==> src/rtl/core/kst_pkg.sv <==
// ----------------------------------------------------------------------------
// kst_pkg: shared types and constants for the keyed slot table
// Holds the table size, derived widths, beat types and the codes used by
// the controller and the top level.
// ----------------------------------------------------------------------------
package kst_pkg;

    localparam int CAPACITY = 128;
    localparam int KEY_W    = 64;
    localparam int ADDR_W   = (CAPACITY > 1) ? $clog2(CAPACITY) : 1;
    localparam int CNT_W    = $clog2(CAPACITY + 1);
    localparam int FREE_W   = 8;

    localparam logic ACT_INSERT = 1'b0;
    localparam logic ACT_REMOVE = 1'b1;

    typedef enum logic [1:0] {
        ST_DONE    = 2'd0,
        ST_FULL    = 2'd1,
        ST_EMPTY   = 2'd2,
        ST_MISSING = 2'd3
    } status_t;

    typedef enum logic [2:0] {
        S_IDLE,
        S_SCAN,
        S_SWAP_RD,
        S_SWAP_WR,
        S_FINISH
    } ctrl_state_t;

    typedef struct packed {
        logic             action;
        logic [KEY_W-1:0] plate_key;
    } req_beat_t;

    typedef struct packed {
        logic [1:0]        status;
        logic [FREE_W-1:0] free_slots;
    } rsp_beat_t;

    typedef struct packed {
        logic              rd_en;
        logic [ADDR_W-1:0] rd_addr;
        logic              wr_en;
        logic [ADDR_W-1:0] wr_addr;
        logic [KEY_W-1:0]  wr_data;
    } mem_req_t;

endpackage

==> src/rtl/core/kst_ctrl.sv <==
// ----------------------------------------------------------------------------
// kst_ctrl: sequencer for the keyed slot table
// Appends keys on insert, scans the key memory one entry per cycle on
// remove, and moves the last held key into the matching entry.
// ----------------------------------------------------------------------------
module kst_ctrl (
    input  logic                       clk,
    input  logic                       rst_n,
    input  logic                       req_valid,
    output logic                       req_stall,
    input  kst_pkg::req_beat_t         req,
    output logic                       res_valid,
    input  logic                       res_stall,
    output kst_pkg::rsp_beat_t         res,
    output kst_pkg::mem_req_t          mem,
    input  logic [kst_pkg::KEY_W-1:0]  rd_data
);

    kst_pkg::ctrl_state_t              state_reg, state_next;
    logic [kst_pkg::CNT_W-1:0]         count_reg, count_next;
    logic [kst_pkg::CNT_W-1:0]         idx_reg, idx_next;
    logic [kst_pkg::ADDR_W-1:0]        cmp_idx_reg, cmp_idx_next;
    logic                              cmp_valid_reg, cmp_valid_next;
    logic [kst_pkg::ADDR_W-1:0]        hit_idx_reg, hit_idx_next;
    logic [kst_pkg::KEY_W-1:0]         key_reg, key_next;
    kst_pkg::status_t                  status_reg, status_next;

    logic [kst_pkg::CNT_W-1:0]         last_idx;
    logic [kst_pkg::CNT_W-1:0]         free_cnt;
    logic                              hit;

    assign last_idx = count_reg - kst_pkg::CNT_W'(1);
    assign free_cnt = kst_pkg::CNT_W'(kst_pkg::CAPACITY) - count_reg;
    assign hit      = cmp_valid_reg && (rd_data == key_reg);

    always_ff @(posedge clk or negedge rst_n)
    begin
        if (!rst_n)
        begin
            state_reg     <= kst_pkg::S_IDLE;
            count_reg     <= '0;
            cmp_valid_reg <= 1'b0;
        end
        else
        begin
            state_reg     <= state_next;
            count_reg     <= count_next;
            cmp_valid_reg <= cmp_valid_next;
        end
    end

    always_ff @(posedge clk)
    begin
        idx_reg     <= idx_next;
        cmp_idx_reg <= cmp_idx_next;
        hit_idx_reg <= hit_idx_next;
        key_reg     <= key_next;
        status_reg  <= status_next;
    end

    always_comb
    begin
        state_next     = state_reg;
        count_next     = count_reg;
        idx_next       = idx_reg;
        cmp_idx_next   = cmp_idx_reg;
        cmp_valid_next = cmp_valid_reg;
        hit_idx_next   = hit_idx_reg;
        key_next       = key_reg;
        status_next    = status_reg;
        mem            = '0;
        req_stall      = 1'b1;
        res_valid      = 1'b0;

        unique case (state_reg)
            kst_pkg::S_IDLE:
            begin
                req_stall = 1'b0;
                if (req_valid)
                begin
                    key_next = req.plate_key;
                    if (req.action == kst_pkg::ACT_INSERT)
                    begin
                        if (count_reg >= kst_pkg::CNT_W'(kst_pkg::CAPACITY))
                        begin
                            status_next = kst_pkg::ST_FULL;
                        end
                        else
                        begin
                            mem.wr_en   = 1'b1;
                            mem.wr_addr = count_reg[kst_pkg::ADDR_W-1:0];
                            mem.wr_data = req.plate_key;
                            count_next  = count_reg + kst_pkg::CNT_W'(1);
                            status_next = kst_pkg::ST_DONE;
                        end
                        state_next = kst_pkg::S_FINISH;
                    end
                    else if (count_reg == '0)
                    begin
                        status_next = kst_pkg::ST_EMPTY;
                        state_next  = kst_pkg::S_FINISH;
                    end
                    else
                    begin
                        idx_next       = '0;
                        cmp_valid_next = 1'b0;
                        state_next     = kst_pkg::S_SCAN;
                    end
                end
            end

            kst_pkg::S_SCAN:
            begin
                priority if (hit)
                begin
                    hit_idx_next   = cmp_idx_reg;
                    cmp_valid_next = 1'b0;
                    state_next     = kst_pkg::S_SWAP_RD;
                end
                else if (idx_reg < count_reg)
                begin
                    mem.rd_en      = 1'b1;
                    mem.rd_addr    = idx_reg[kst_pkg::ADDR_W-1:0];
                    cmp_idx_next   = idx_reg[kst_pkg::ADDR_W-1:0];
                    cmp_valid_next = 1'b1;
                    idx_next       = idx_reg + kst_pkg::CNT_W'(1);
                end
                else if (!cmp_valid_reg)
                begin
                    status_next = kst_pkg::ST_MISSING;
                    state_next  = kst_pkg::S_FINISH;
                end
                else
                begin
                    cmp_valid_next = 1'b0;
                end
            end

            kst_pkg::S_SWAP_RD:
            begin
                mem.rd_en   = 1'b1;
                mem.rd_addr = last_idx[kst_pkg::ADDR_W-1:0];
                state_next  = kst_pkg::S_SWAP_WR;
            end

            kst_pkg::S_SWAP_WR:
            begin
                mem.wr_en   = 1'b1;
                mem.wr_addr = hit_idx_reg;
                mem.wr_data = rd_data;
                count_next  = last_idx;
                status_next = kst_pkg::ST_DONE;
                state_next  = kst_pkg::S_FINISH;
            end

            kst_pkg::S_FINISH:
            begin
                res_valid = 1'b1;
                if (!res_stall)
                begin
                    state_next = kst_pkg::S_IDLE;
                end
            end

            default:
            begin
                state_next = kst_pkg::S_IDLE;
            end
        endcase
    end

    assign res.status     = status_reg;
    assign res.free_slots = kst_pkg::FREE_W'(free_cnt);

    a_count_bound: assert property (@(posedge clk) disable iff (!rst_n)
        count_reg <= kst_pkg::CNT_W'(kst_pkg::CAPACITY))
        else $error("occupancy count exceeds table size");

    a_no_write_in_scan: assert property (@(posedge clk) disable iff (!rst_n)
        state_reg == kst_pkg::S_SCAN |-> !mem.wr_en)
        else $error("key memory written during a scan");

    a_insert_counts: assert property (@(posedge clk) disable iff (!rst_n)
        (state_reg == kst_pkg::S_IDLE && req_valid && req.action == kst_pkg::ACT_INSERT
         && count_reg < kst_pkg::CNT_W'(kst_pkg::CAPACITY))
        |=> count_reg == $past(count_reg) + kst_pkg::CNT_W'(1))
        else $error("insert did not advance the count");

    a_swap_counts: assert property (@(posedge clk) disable iff (!rst_n)
        state_reg == kst_pkg::S_SWAP_WR |=> count_reg == $past(last_idx))
        else $error("remove did not reduce the count");

endmodule

==> config.mk <==
export PLATFORM = sky130hd
export DESIGN_NAME = kst_ctrl
export DESIGN_NICKNAME = d
export VERILOG_FILES = /design/src/rtl/core/kst_pkg.sv /design/src/rtl/core/kst_ctrl.sv
export SDC_FILE = /design/constraint.sdc
export NUM_CORES = 1
export LEC_CHECK = 0
export ABC_AREA = 1
export BUFFER_PORTS_ARGS = -buffer_cell sky130_fd_sc_hd__buf_2
export CAP_MARGIN = 40
export CORE_MARGIN = 2
export CORE_UTILIZATION = 45
export CTS_BUF_LIST = sky130_fd_sc_hd__clkbuf_2 sky130_fd_sc_hd__clkbuf_4 sky130_fd_sc_hd__clkbuf_8
export CTS_CLUSTER_DIAMETER = 120
export DETAILED_ROUTE_END_ITERATION = 8
export PLACE_DENSITY = 0.81
export SETUP_SLACK_MARGIN = 0.5
export SLEW_MARGIN = 20
export SYNTH_ARGS = -nofsm -noshare
export SYNTH_HDL_FRONTEND = slang
export SYNTH_SLANG_ARGS = --single-unit
==> constraint.sdc <==
create_clock -name clk -period 3.37 [get_ports clk]
set_input_delay 0.674 -clock clk [delete_from_list [all_inputs] [get_ports clk]]
set_output_delay 0.674 -clock clk [all_outputs]
set_load 0.1 [all_outputs]
== Word-level counts from Yosys, hierarchy flattened ==
Cells that the tools add are included.
Operators by class
  equal/unequal tests: 18
  $add $sub $neg: 4
  magnitude comparators: 2
  muxes and demuxes: 41
  bitwise logic cells: 1
  reduce and logical (&&, ||, !) cells: 14
Operator list (count)
  72-bit two-way mux: 3
  72-bit case mux with 2 select lines: 1
  8-bit two-way mux: 10
  64-bit == test: 1
  8-bit case mux with 2 select lines: 3
  3-bit two-way mux: 7
  2-bit != test, second input constant: 10
  8-bit by 1-bit adder with 8-bit output, second input constant: 2
  3-bit case mux with 5 select lines: 1
  2-bit two-way mux: 6
  4-bit AND reduction: 3
  6-bit AND reduction: 2
  3-bit != test, second input constant: 3
  8-bit greater-or-equal comparator, second input constant: 1
  8-bit logical NOT: 1
  8-bit < comparator: 1
  1-bit two-way mux: 8
  8-bit by 1-bit subtractor with 8-bit output, second input constant: 1
  8-bit subtractor, first input constant: 1
  3-bit by 2-bit == test with 1-bit output, second input constant: 2
  2-bit case mux with 3 select lines: 1
  2-bit AND reduction: 2
  2-bit nonzero test: 2
  3-bit by 1-bit == test with 1-bit output, second input constant: 1
  other kinds (7): 7
Word-level totals
  output and inout bits: 92
  word-level logic and storage cells: 88
  register bits: 100

== Longest topological paths before layout ==
Gate-level depths: netlist of run 1.
  word-level depth: 5
  gate-level depth with buffers: 12

== Least setup slack after synthesis of run 1 ==
No wires, ideal clock.
  kind: reg2out
  from: register state_reg[2]
  to: output port mem[64] (netlist bit)
  cell stages (with the launch flop): 7
  required time: 2.696 ns
  setup slack: -1.810 ns
  arrival time: 4.506 ns
  cell sequence: dfrtp_1 inv_2 nand3_4 nor2_4 nand3_2 buf_2 o21ai_0
RTL lines
  from (decl): line kst_ctrl.sv:19  | kst_pkg::ctrl_state_t state_reg, state_next;
  from (signal assigned): line kst_ctrl.sv:40  | state_reg <= kst_pkg::S_IDLE;
  from (signal assigned): line kst_ctrl.sv:46  | state_reg <= state_next;
  to (decl): line kst_ctrl.sv:15  | output kst_pkg::mem_req_t mem,

==> reports/metrics.csv, run 1 <==
stage,metric,value,unit
clock_tree,holdBufCountCts,0,
logic_synthesis,synth-seq-cells,100,
route,wl_per_cell,18.61,um
logic_synthesis,async_reset_ff_share,12.00,%
cells_and_area,fin_area,0.009983,mm2
logic_synthesis,synth_area_leaders,"edfxtp_1, nand2_1, inv_1, dfrtp_1, o21ai_0",
timing,timing.final.crit_share,85.82,%
clock_tree,cts.clk_slew.worst_paths,0.11,ns
placed_design,place.gp.congestion,0.8649,
logic_synthesis,yosys.area.top_type_share,43.65,%
timing,timing.fmax,345.8,MHz
setup_path,critPathKind,flip-flop to primary output,
setup_path,crit_path_max_fanout,7,
clock_tree,clkSinkCount,100,
global_routing,track_usage,28.64,%
setup_path,critPathLaunchType,flip-flop,
logic_synthesis,yosys-top-cells-count,"nand2_1, inv_1, edfxtp_1",
logic_synthesis,syn_area,0.006053,mm2
setup_path,reg2reg_depth,12,
die,start_util,45.89,%
clock_tree,clock_latency,0.40,ns
logic_synthesis,syn-num-nets,888,
placed_design,hpwl,14670,um
clock_tree,cts_tree,done,
timing,tns,0,ns
route,ant_nets,0,
power,powerDensity,657.2,mW/mm2
clock_tree,cts-htree-levels,3,
route,route.met3.wl,1698,um
route,routed_wl,21680,um
die,ios,225,
die,core,0.01319,mm2
placed_design,io_buffers,224,
min_path,hold_class,primary input to asynchronous set/reset pin,
clock_tree,cts-root-buf,clkbuf_8,
cells_and_area,layout-drive-gt1-share,42.41,%
die,row_count,42,
timing,worst_slew_pin_slew,0.6208,ns
logic_synthesis,ys_seq_area_share,48.62,%
global_routing,grt_max_degree,57,
timing,relSlewSlack,58.62,%
timing,post-route-min-period,2.892,ns
cells_and_area,syn2layout_area_growth,64.92,%
logic_synthesis,ys.flop_type,edfxtp_1,
cells_and_area,num-fill-cells,824,
cells_and_area,largest_reg_flops,64,
global_routing,grt_pass1_wl,31360,um
setup_path,arrival,2.22,ns
clock_tree,cts_buffer_depth,2,
setup_path,reg2reg_slack,1.11,ns
timing,setup_violations,0,
power,leakage,4.612,nW
setup_path,reg2reg_to,idx_reg[1],
power,ir_drop,1.027,mV
logic_synthesis,yosys_warnings,0,
route,vias,6167,
die,dieArea,0.01440,mm2
route,firstDrtPassIters,5,
route,viasPerCell,5.294,
setup_path,r2r-start,count_reg[0],
logic_synthesis,synth.avg_cell_area,8.136,um2
route,routed-wl-met2,11190,um
timing,finClkSkew,0.01527,ns
die,die_h,120.0,um
timing,rsz0062_at_grt,true,
logic_synthesis,syn_inst,744,
setup_path,cp-end-kind,primary output,
logic_synthesis,synth_edf_count,88,
global_routing,grt_pass1_vias,6132,
logic_synthesis,yosysTopAreaCell,edfxtp_1,
global_routing,antenna_found_initial,1,
timing,slew_violations,0,
global_routing,overflow,0,
logic_synthesis,synth.most_common_cell,nand2_1,
placed_design,place_area,0.009295,mm2
timing,whs,0.1584,ns
die,dieWidth,120.0,um
route,route.top_layer_used,met4,
cells_and_area,nNetsFinal,1127,
timing,finalHoldViolCount,0,
job,cap_violations,0,
clock_tree,cts_buffers,9,
logic_synthesis,synth_cell_types,41,
run_status,status,completed,
route,drtIter0Drc,516,
setup_path,required,2.70,ns
route,drc_errors,0,
route,wl_met1,7951,um
==> repair_timing <==
action	CTS	global route
resized for setup	52	29
pin swaps	2	9
setup endpoints to repair	73	60
buffers inserted	5	5
gates cloned	3	2
==> critical path, stage by stage (launching register included) <==
cell and delay, ns:
dfrtp_2 0.48, inv_4 0.13, ha_1 0.19, nand2_1 0.07, nor2_2 0.15, nand2_1 0.14
xor2_2 0.28, nand2_2 0.10, o21ai_4 0.09, buf_12 0.19
==> power by group <==
part           switching [W]  leakage, nW  internal [W]
Clock               0.000469       0.0958      0.000347
Sequential          0.000243        0.964       0.00175
Combinational        0.00266         3.55       0.00110
==> routing by layer <==
metal	track usage, %	vias up
met1	33.28	2940
met5	0	-
li1	-	2855
met2	50.25	302
met3	6.226	70
met4	13.24	0
==> placed cells by master, fill, tap and decap left out, types with 5 or more instances in the layout <==
cell type	n
nand2_1	216
buf_2	143
inv_1	113
edfxtp_1	88
buf_12	82
nor2_1	60
o21ai_4	55
nand2_4	22
xor2_1	22
a22o_2	19
buf_4	16
inv_2	12
a21oi_1	10
nand3_1	9
nor3_1	9
ha_1	9
clkbuf_8	9
nor2_4	7
nand2_2	7
dfrtp_1	7
inv_4	5
o21ai_0	5
dfrtp_2	5
==> how the worst max path moves through the flow <==
| stage | end | depth (start not counted) | slack [ns] | start |
|---|---|---|---|---|
| 2_1_floorplan | mem[64] | 6 | -0.26 | state_reg[1] |
| 3_3_place_gp | mem[79] | 13 | 0.18 | rd_data[48] |
| 3_5_place_dp | mem[76] | 13 | 0.18 | rd_data[48] |
| 4_1_cts | mem[76] | 10 | 0.48 | count_reg[3] |
| 5_1_grt | mem[76] | 10 | 0.36 | key_reg[34] |
| 6_report | mem[78] | 9 | 0.48 | count_reg[0] |
==> metrics by stage <==
step	setup WS (ns)	util (%)	instances	power, W
global placement	0.1845	70.26	1132	0.005208
detailed placement	0.1771	70.47	1133	0.005321
CTS	0.4849	74.20	1157	0.006309
floorplan	-0.2580	-	744	0.004441
finish	0.4779	75.69	1165	0.006561
global route	0.3615	75.69	1165	0.006817
==> cells by family after synthesis <==
| logic type | after synthesis | synth area share, % |
|---|---|---|
| simple gates | 343 | 23.09 |
| buf+inv | 153 | 10.58 |
| flops | 100 | 48.62 |
| xor+xnor | 30 | 4.341 |
| compound gates | 107 | 11.10 |
| fa+ha+maj | 11 | 2.274 |
==> final cells by class <==
type / count / area, um2 / area share [%]
multi-input cells: 492 / 3466 / 34.72
diodes: 1 / 2.502 / 0.02507
well taps: 176 / 220.2 / 2.206
clock inverters: 7 / 76.32 / 0.7645
repair buffers: 247 / 2624 / 26.28
flip-flops and latches: 100 / 2949 / 29.54
clock buffers: 9 / 123.9 / 1.241
inverters: 133 / 521.8 / 5.226
No activity file was read; power rests on OpenSTA's default activity.
==> inputs of run 2 (changes only) <==
--- a/config.mk
+++ b/config.mk
@@ -5,7 +5,6 @@
 export SDC_FILE = /design/constraint.sdc
 export NUM_CORES = 1
 export LEC_CHECK = 0
-export ABC_AREA = 1
 export BUFFER_PORTS_ARGS = -buffer_cell sky130_fd_sc_hd__buf_2
 export CAP_MARGIN = 40
 export CORE_MARGIN = 2
@@ -13,7 +12,7 @@
 export CTS_BUF_LIST = sky130_fd_sc_hd__clkbuf_2 sky130_fd_sc_hd__clkbuf_4 sky130_fd_sc_hd__clkbuf_8
 export CTS_CLUSTER_DIAMETER = 120
 export DETAILED_ROUTE_END_ITERATION = 8
-export PLACE_DENSITY = 0.81
+export PLACE_DENSITY = 0.83
 export SETUP_SLACK_MARGIN = 0.5
 export SLEW_MARGIN = 20
 export SYNTH_ARGS = -nofsm -noshare
==> reports/metrics.csv, run 2 <==
stage,metric,value,unit,change
cells_and_area,largest_reg_flops,64,,unchanged
global_routing,antenna_found_initial,0,,-1
setup_path,crit_path_max_fanout,5,,-2
timing,rsz0062_at_grt,true,,
global_routing,grt_max_degree,67,,+18%
logic_synthesis,yosys.area.top_type_share,49.17,%,+5.5 points
cells_and_area,finalCoreUtilization,81.88,%,+6.2 points
clock_tree,cts_tree,done,,
placed_design,io_buffers,224,,unchanged
power,p_sw_share,37.12,%,-14 points
timing,whs,0.1871,ns,+0.02872 ns
die,die_h,113.3,um,-5.6%
logic_synthesis,yosysTopAreaCell,edfxtp_1,,
timing,slew_violations,0,,unchanged
logic_synthesis,synth.most_common_cell,edfxtp_1,,
placed_design,place.gp.congestion,0.8901,,+2.9%
logic_synthesis,ys_seq_area_share,54.76,%,+6.1 points
timing,timing.fmax,312.5,MHz,-9.6%
logic_synthesis,syn-num-nets,559,,-37%
clock_tree,clkSinkCount,100,,unchanged
global_routing,track_usage,30.20,%,+1.6 points
route,wl_per_cell,23.57,um,+27%
placed_design,hpwl,14070,um,-4.1%
setup_path,cpPeakStageDelay,0.31,ns,-0.17 ns
setup_path,crit_chain,"buf_2, xor2_1, nor4_2, buf_4, nand4_1, nor3_2, buf_4, a21boi_4, clkbuf_16, o2bb2ai_4, buf_12",,
logic_synthesis,synth_area_leaders,"edfxtp_1, a22o_1, xor2_1, dfrtp_1, xnor2_1",,
power,p_switching,0.001544,W,-54%
route,drc_errors,0,,unchanged
timing,relSlewSlack,45.12,%,-13 points
global_routing,busiest_layer,met2,,
setup_path,arrival,2.53,ns,+0.31 ns
route,routed_wl,19640,um,-9.4%
die,ios,225,,unchanged
cells_and_area,layout_common_cells,"buf_2, edfxtp_1, buf_12, a22o_4, xor2_1",,
die,row_count,39,,-7.1%
clock_tree,cts_buffer_depth,2,,unchanged
logic_synthesis,synth-seq-cells,100,,unchanged
logic_synthesis,syn_inst,415,,-44%
cells_and_area,nNetsFinal,828,,-27%
logic_synthesis,synth_cell_types,49,,+20%
cells_and_area,final_common_cell,buf_2,,
die,core,0.01152,mm2,-13%
global_routing,use_met1,34.95,%,+1.7 points
clock_tree,cts_buffers,9,,unchanged
power,powerDensity,441.0,mW/mm2,-33%
clock_tree,cts-htree-levels,3,,unchanged
setup_path,crit_cells,11,,+2
clock_tree,clock_latency,0.37,ns,-0.03 ns
global_routing,grt_pass1_vias,5142,,-16%
power,power.internal,0.002614,W,-18%
die,dieArea,0.01283,mm2,-11%
setup_path,cp-end-kind,primary output,,
global_routing,grt_pass1_wl,29350,um,-6.4%
timing,timing.final.crit_share,94.94,%,+9.1 points
clock_tree,cts.clk_slew.worst_paths,0.10,ns,about the same
global_routing,grt_use_met3,6.052,%,-0.17 points
logic_synthesis,synth.avg_cell_area,12.95,um2,+59%
min_path,hold_class,primary input to asynchronous set/reset pin,,
cells_and_area,layout-drive-gt1-share,60.23,%,+18 points
die,start_util,46.66,%,+0.77 points
timing,worst_slew_pin_slew,0.8212,ns,+0.2005 ns
setup_path,reg2reg_depth,12,,unchanged
power,leakage,4.070,nW,-12%
logic_synthesis,yosys_warnings,0,,unchanged
power,ir_drop,0.8761,mV,-15%
setup_path,crit_top_cell,buf_4,,
power,power_frac_seq,38.3,%,+8.0 points
setup_path,critPathTopFamily,buffers and inverters,,
setup_path,path_buf_inv,5,,+3
route,firstDrtPassIters,4,,-1
cells_and_area,num-fill-cells,594,,-28%
global_routing,overflow,0,,unchanged
timing,finClkSkew,0.01754,ns,+0.002270 ns
setup_path,critPathLaunchType,primary input,,
die,dieWidth,113.3,um,-5.6%
logic_synthesis,ys.flop_type,edfxtp_1,,
timing,post-route-min-period,3.200,ns,+0.3075 ns
power,p_clk_share,19.2,%,+6.8 points
logic_synthesis,async_reset_ff_share,12.00,%,unchanged
timing,finalHoldViolCount,0,,unchanged
setup_path,critPathKind,primary input to primary output,,
clock_tree,cts-root-buf,clkbuf_8,,
logic_synthesis,syn_area,0.005374,mm2,-11%
route,viasPerCell,5.869,,+11%
global_routing,use_met2,55.17,%,+4.9 points
clock_tree,holdBufCountCts,0,,unchanged
job,cap_violations,0,,unchanged
power,combinationalPowerShare,42.5,%,-15 points
setup_path,required,2.70,ns,about the same
setup_path,r2r-start,key_reg[17],,
setup_path,startpoint,rd_data[17],,
route,vias,4889,,-21%
route,drtIter0Drc,377,,-27%
timing,setup_violations,0,,unchanged
route,ant_nets,0,,unchanged
logic_synthesis,yosys-top-cells-count,"edfxtp_1, a22o_1, xor2_1",,
cells_and_area,syn2layout_area_growth,75.46,%,
setup_path,slowest_stage,nor4_2,,
logic_synthesis,synth_edf_count,88,,unchanged
run_status,status,completed,,
## run 2: routing by layer
layer | vias up | part of all wire [%]
met1 | 2422 | 36
li1 | 2147 | -
met2 | 263 | 53
met3 | 57 | 7.4
met4 | 0 | 3.4
met5 | - | 0
## run 2: final cells by class
type	instances	area [um2]	area share, %
multi-input combinational	283	3207	34.01
sequential	100	2945	31.24
timing repair buffer	281	2855	30.28
tap	143	178.9	1.898
clock buffer	9	123.9	1.314
clock inverter	7	82.58	0.8758
inverter	9	33.78	0.3583
antenna	1	2.502	0.02654
## run 2: path summary, 6_finish.rpt
check | endpoint | slack [ns]
worst max register to register | cmp_valid_reg | 0.83
worst min-delay path | count_reg[1] | 0.19
worst max-delay path | mem[76] | 0.17
worst min register to register | hit_idx_reg[4] | 0.43
min in group clk | hit_idx_reg[4] | 0.43
max in group asynchronous | state_reg[1] | 2.93
## run 2: power by group through the flow
| stage | sequential (W) | clock (W) | combinational [W] |
|---|---|---|---|
| after global routing | 0.00161 | 0.000854 | 0.00184 |
| after CTS | 0.00159 | 0.000808 | 0.00174 |
| after detailed placement | 0.00162 | 0 | 0.00143 |
| after floorplan | 0.00167 | 0 | 0.000959 |
| final | 0.00159 | 0.000798 | 0.00177 |
| after global placement | 0.00161 | 0 | 0.00138 |
## run 2: timing repair
action,in CTS,in global routing
setup buffers,15,6
gates cloned,3,1
endpoints found under the hold margin,0,0
endpoints found under the setup margin,81,79
resized for setup,61,10
pin swaps,5,3
## run 2: metrics by stage
stage,cells,setup TNS (ns),cell area [um2],setup slack (ns),power [W]
6_report,833,0,9429,0.1704,0.004158
5_1_grt,832,0,9427,0.04237,0.004303
4_1_cts,824,0,9298,0.1671,0.004142
3_5_place_dp,790,-1.003,8625,-0.1423,0.003046
3_3_place_gp,790,-0.8339,8625,-0.1204,0.002996
2_1_floorplan,415,-95.75,6325,-1.245,0.002629
## run 2: logic make-up after synthesis
| kind of cell | synth area share [%] |
|---|---|
| multiplexers | 0.3725 |
| adder cells (fa/ha/maj) | 2.561 |
| buffers and inverters | 2.980 |
| XOR/XNOR | 13.85 |
| flip-flops | 54.76 |
| AND/OR/NAND/NOR | 9.779 |
| AO/OA/AOI/OAI | 15.69 |
==> inputs of run 3 (changes only) <==
--- a/config.mk
+++ b/config.mk
@@ -12,9 +12,10 @@
 export CTS_BUF_LIST = sky130_fd_sc_hd__clkbuf_2 sky130_fd_sc_hd__clkbuf_4 sky130_fd_sc_hd__clkbuf_8
 export CTS_CLUSTER_DIAMETER = 120
 export DETAILED_ROUTE_END_ITERATION = 8
+export MAX_ROUTING_LAYER = met4
 export PLACE_DENSITY = 0.83
 export SETUP_SLACK_MARGIN = 0.5
-export SLEW_MARGIN = 20
+export SLEW_MARGIN = 15
 export SYNTH_ARGS = -nofsm -noshare
 export SYNTH_HDL_FRONTEND = slang
 export SYNTH_SLANG_ARGS = --single-unit
==> reports/metrics.csv, run 3 (synthesized netlist as in run 2, its figures left out) <==
stage,metric,value,unit,change
run_status,status,completed,,
clock_tree,cts_buffers,9,,unchanged
clock_tree,cts-htree-levels,3,,unchanged
global_routing,grt_pass1_wl,28750,um,-2.0%
placed_design,dp_slack,-0.1734,ns,-0.03107 ns
timing,post-route-min-period,3.218,ns,+0.01878 ns
timing,timing.final.crit_share,95.50,%,+0.56 points
timing,setup_ws,0.1516,ns,-0.01878 ns
timing,worst_slew_pin_slew,0.8764,ns,+0.05518 ns
die,core,0.01152,mm2,unchanged
setup_path,reg2reg_to,idx_reg[4],,
setup_path,r2r-start,idx_reg[2],,
cells_and_area,nNetsFinal,824,,-0.48%
setup_path,cp-end-kind,primary output,,
clock_tree,cts-root-buf,clkbuf_8,,
timing,finalHoldViolCount,0,,unchanged
setup_path,critPathLaunchType,primary input,,
setup_path,critPathKind,primary input to primary output,,
route,wl_per_cell,23.15,um,-1.8%
placed_design,place.gp.congestion,0.9055,,+1.7%
global_routing,antenna_found_initial,2,,+2
die,row_count,39,,unchanged
route,drtIter0Drc,312,,-17%
setup_path,slowest_stage,nor4_1,,
global_routing,grt_max_degree,67,,unchanged
placed_design,io_buffers,224,,unchanged
cells_and_area,num-fill-cells,615,,+3.5%
clock_tree,clkSinkCount,100,,unchanged
job,cap_violations,0,,unchanged
die,start_util,46.66,%,unchanged
timing,timing.fmax,310.7,MHz,-0.58%
cells_and_area,largest_reg_flops,64,,unchanged
clock_tree,cts.clk_slew.worst_paths,0.09,ns,about the same
setup_path,reg2reg_slack,0.85,ns,+0.02 ns
route,drc_errors,0,,unchanged
timing,rsz0062_at_grt,true,,
die,die_h,113.3,um,unchanged
global_routing,track_usage,30.41,%,+0.20 points
setup_path,path_buf_inv,5,,unchanged
timing,finClkSkew,0.01324,ns,-0.004303 ns
route,vias,4851,,-0.78%
route,ant_nets,0,,unchanged
global_routing,grt_pass1_vias,5117,,-0.49%
power,leakage,3.990,nW,-2.0%
cells_and_area,syn2layout_area_growth,71.94,%,
setup_path,cpPeakStageDelay,0.33,ns,+0.02 ns
cells_and_area,layout-drive-gt1-share,59.42,%,-0.82 points
clock_tree,cts_buffer_depth,2,,unchanged
setup_path,arrival,2.54,ns,about the same
route,firstDrtPassIters,4,,unchanged
timing,whs,0.1961,ns,+0.008932 ns
setup_path,crit_path_max_fanout,10,,+5
timing,relSlewSlack,41.57,%,-3.5 points
setup_path,critPathTopFamily,buffers and inverters,,
global_routing,overflow,0,,unchanged
placed_design,hpwl,14170,um,+0.67%
die,dieWidth,113.3,um,unchanged
cells_and_area,final_common_cell,buf_2,,
clock_tree,cts_tree,done,,
setup_path,reg2reg_depth,9,,-3
route,routed_wl,19210,um,-2.2%
setup_path,required,2.70,ns,about the same
power,powerDensity,430.2,mW/mm2,-2.4%
route,viasPerCell,5.845,,-0.42%
die,dieArea,0.01283,mm2,unchanged
timing,slew_violations,0,,unchanged
timing,setup_violations,0,,unchanged
clock_tree,holdBufCountCts,0,,unchanged
clock_tree,clock_latency,0.36,ns,about the same
min_path,hold_class,primary input to asynchronous set/reset pin,,
die,ios,225,,unchanged
cells_and_area,layout_common_cells,"buf_2, edfxtp_1, buf_12, a22o_4, xor2_1",,
setup_path,crit_chain,"buf_2, xor2_1, nor4_1, buf_4, nand4_1, nor3_2, buf_4, a21boi_4, buf_12, nand2b_4, buf_12",,
power,ir_drop,0.8414,mV,-4.0%
[run 3: cell count changes in the layout (fill, tap and decap cells not counted), sizes merged]
| cell | previous run | this run |
|---|---|---|
| buf | 277 | 272 |
| clkinv | 2 | 5 |
| inv | 11 | 8 |
| clkbuf | 13 | 15 |
| bufinv | 1 | 0 |
| diode | 1 | 2 |
[run 3: final cells by class]
type | instances | area [um2] | area share [%]
Inverter | 9 | 33.78 | 0.3656
Multi-Input combinational cell | 283 | 3194 | 34.57
Antenna cell | 2 | 5.005 | 0.05416
Timing Repair Buffer | 277 | 2720 | 29.44
Clock buffer | 10 | 131.4 | 1.422
Clock inverter | 6 | 31.28 | 0.3385
Sequential cell | 100 | 2945 | 31.88
Tap cell | 143 | 178.9 | 1.936
[run 3: timing repair]
| item | in CTS | in global routing |
|---|---|---|
| setup buffers | 17 | 3 |
| setup endpoints to repair | 81 | 34 |
| cloned | 2 | 0 |
| gates resized for setup | 43 | 11 |
| pin swaps | 4 | 2 |
[run 3: worst max-delay path by stage]
stage                      startpoint       to  slack, ns  cells past startpoint
after floorplan             req_valid  mem[67]      -1.24                      6
after global placement    rd_data[31]  mem[79]      -0.12                      9
after detailed placement  rd_data[31]  mem[77]      -0.17                      9
after CTS                  idx_reg[2]  mem[79]       0.18                      9
after global routing       idx_reg[2]  mem[76]       0.08                      9
final                     rd_data[30]  mem[79]       0.15                     11
[run 3: layer usage]
metal	vias to the layer above	global-route usage (%)	share of wire (%)	wire, um
met2	293	52.93	52	10050
met1	2356	34.46	36	6879
met3	63	5.356	8.1	1551
met5	-	-	0	0
met4	0	13.17	3.8	729
li1	2139	-	-	-
[run 3: power by group]
group	switching [W]	internal (W)	leakage, nW	total (W)
Combinational	0.00101	0.000696	2.96	0.00171
Sequential	0.0000610	0.00153	0.950	0.00159
Clock	0.000402	0.000269	0.0782	0.000670
[run 3: through the flow]
step | setup TNS, ns | cell area [um2] | std cells | total power [W] | utilization, %
4_1_cts | 0 | 9189 | 825 | 0.003952 | 79.79
5_1_grt | 0 | 9240 | 830 | 0.004115 | 80.24
2_1_floorplan | -95.75 | 6325 | 415 | 0.002629 | -
3_3_place_gp | -0.8608 | 8612 | 790 | 0.002998 | 74.78
6_report | 0 | 9240 | 830 | 0.003975 | 80.24
3_5_place_dp | -1.254 | 8612 | 790 | 0.003049 | 74.78
[run 3: worst register-to-register path, cell delays in order, from the launching register on]
cell and delay [ns]:
edfxtp_1 0.45, ha_4 0.26, o21a_1 0.18, nor2_2 0.12
a211oi_2 0.06, nor4_4 0.33, buf_4 0.16, buf_4 0.12
a21oi_1 0.06, a21oi_2 0.44
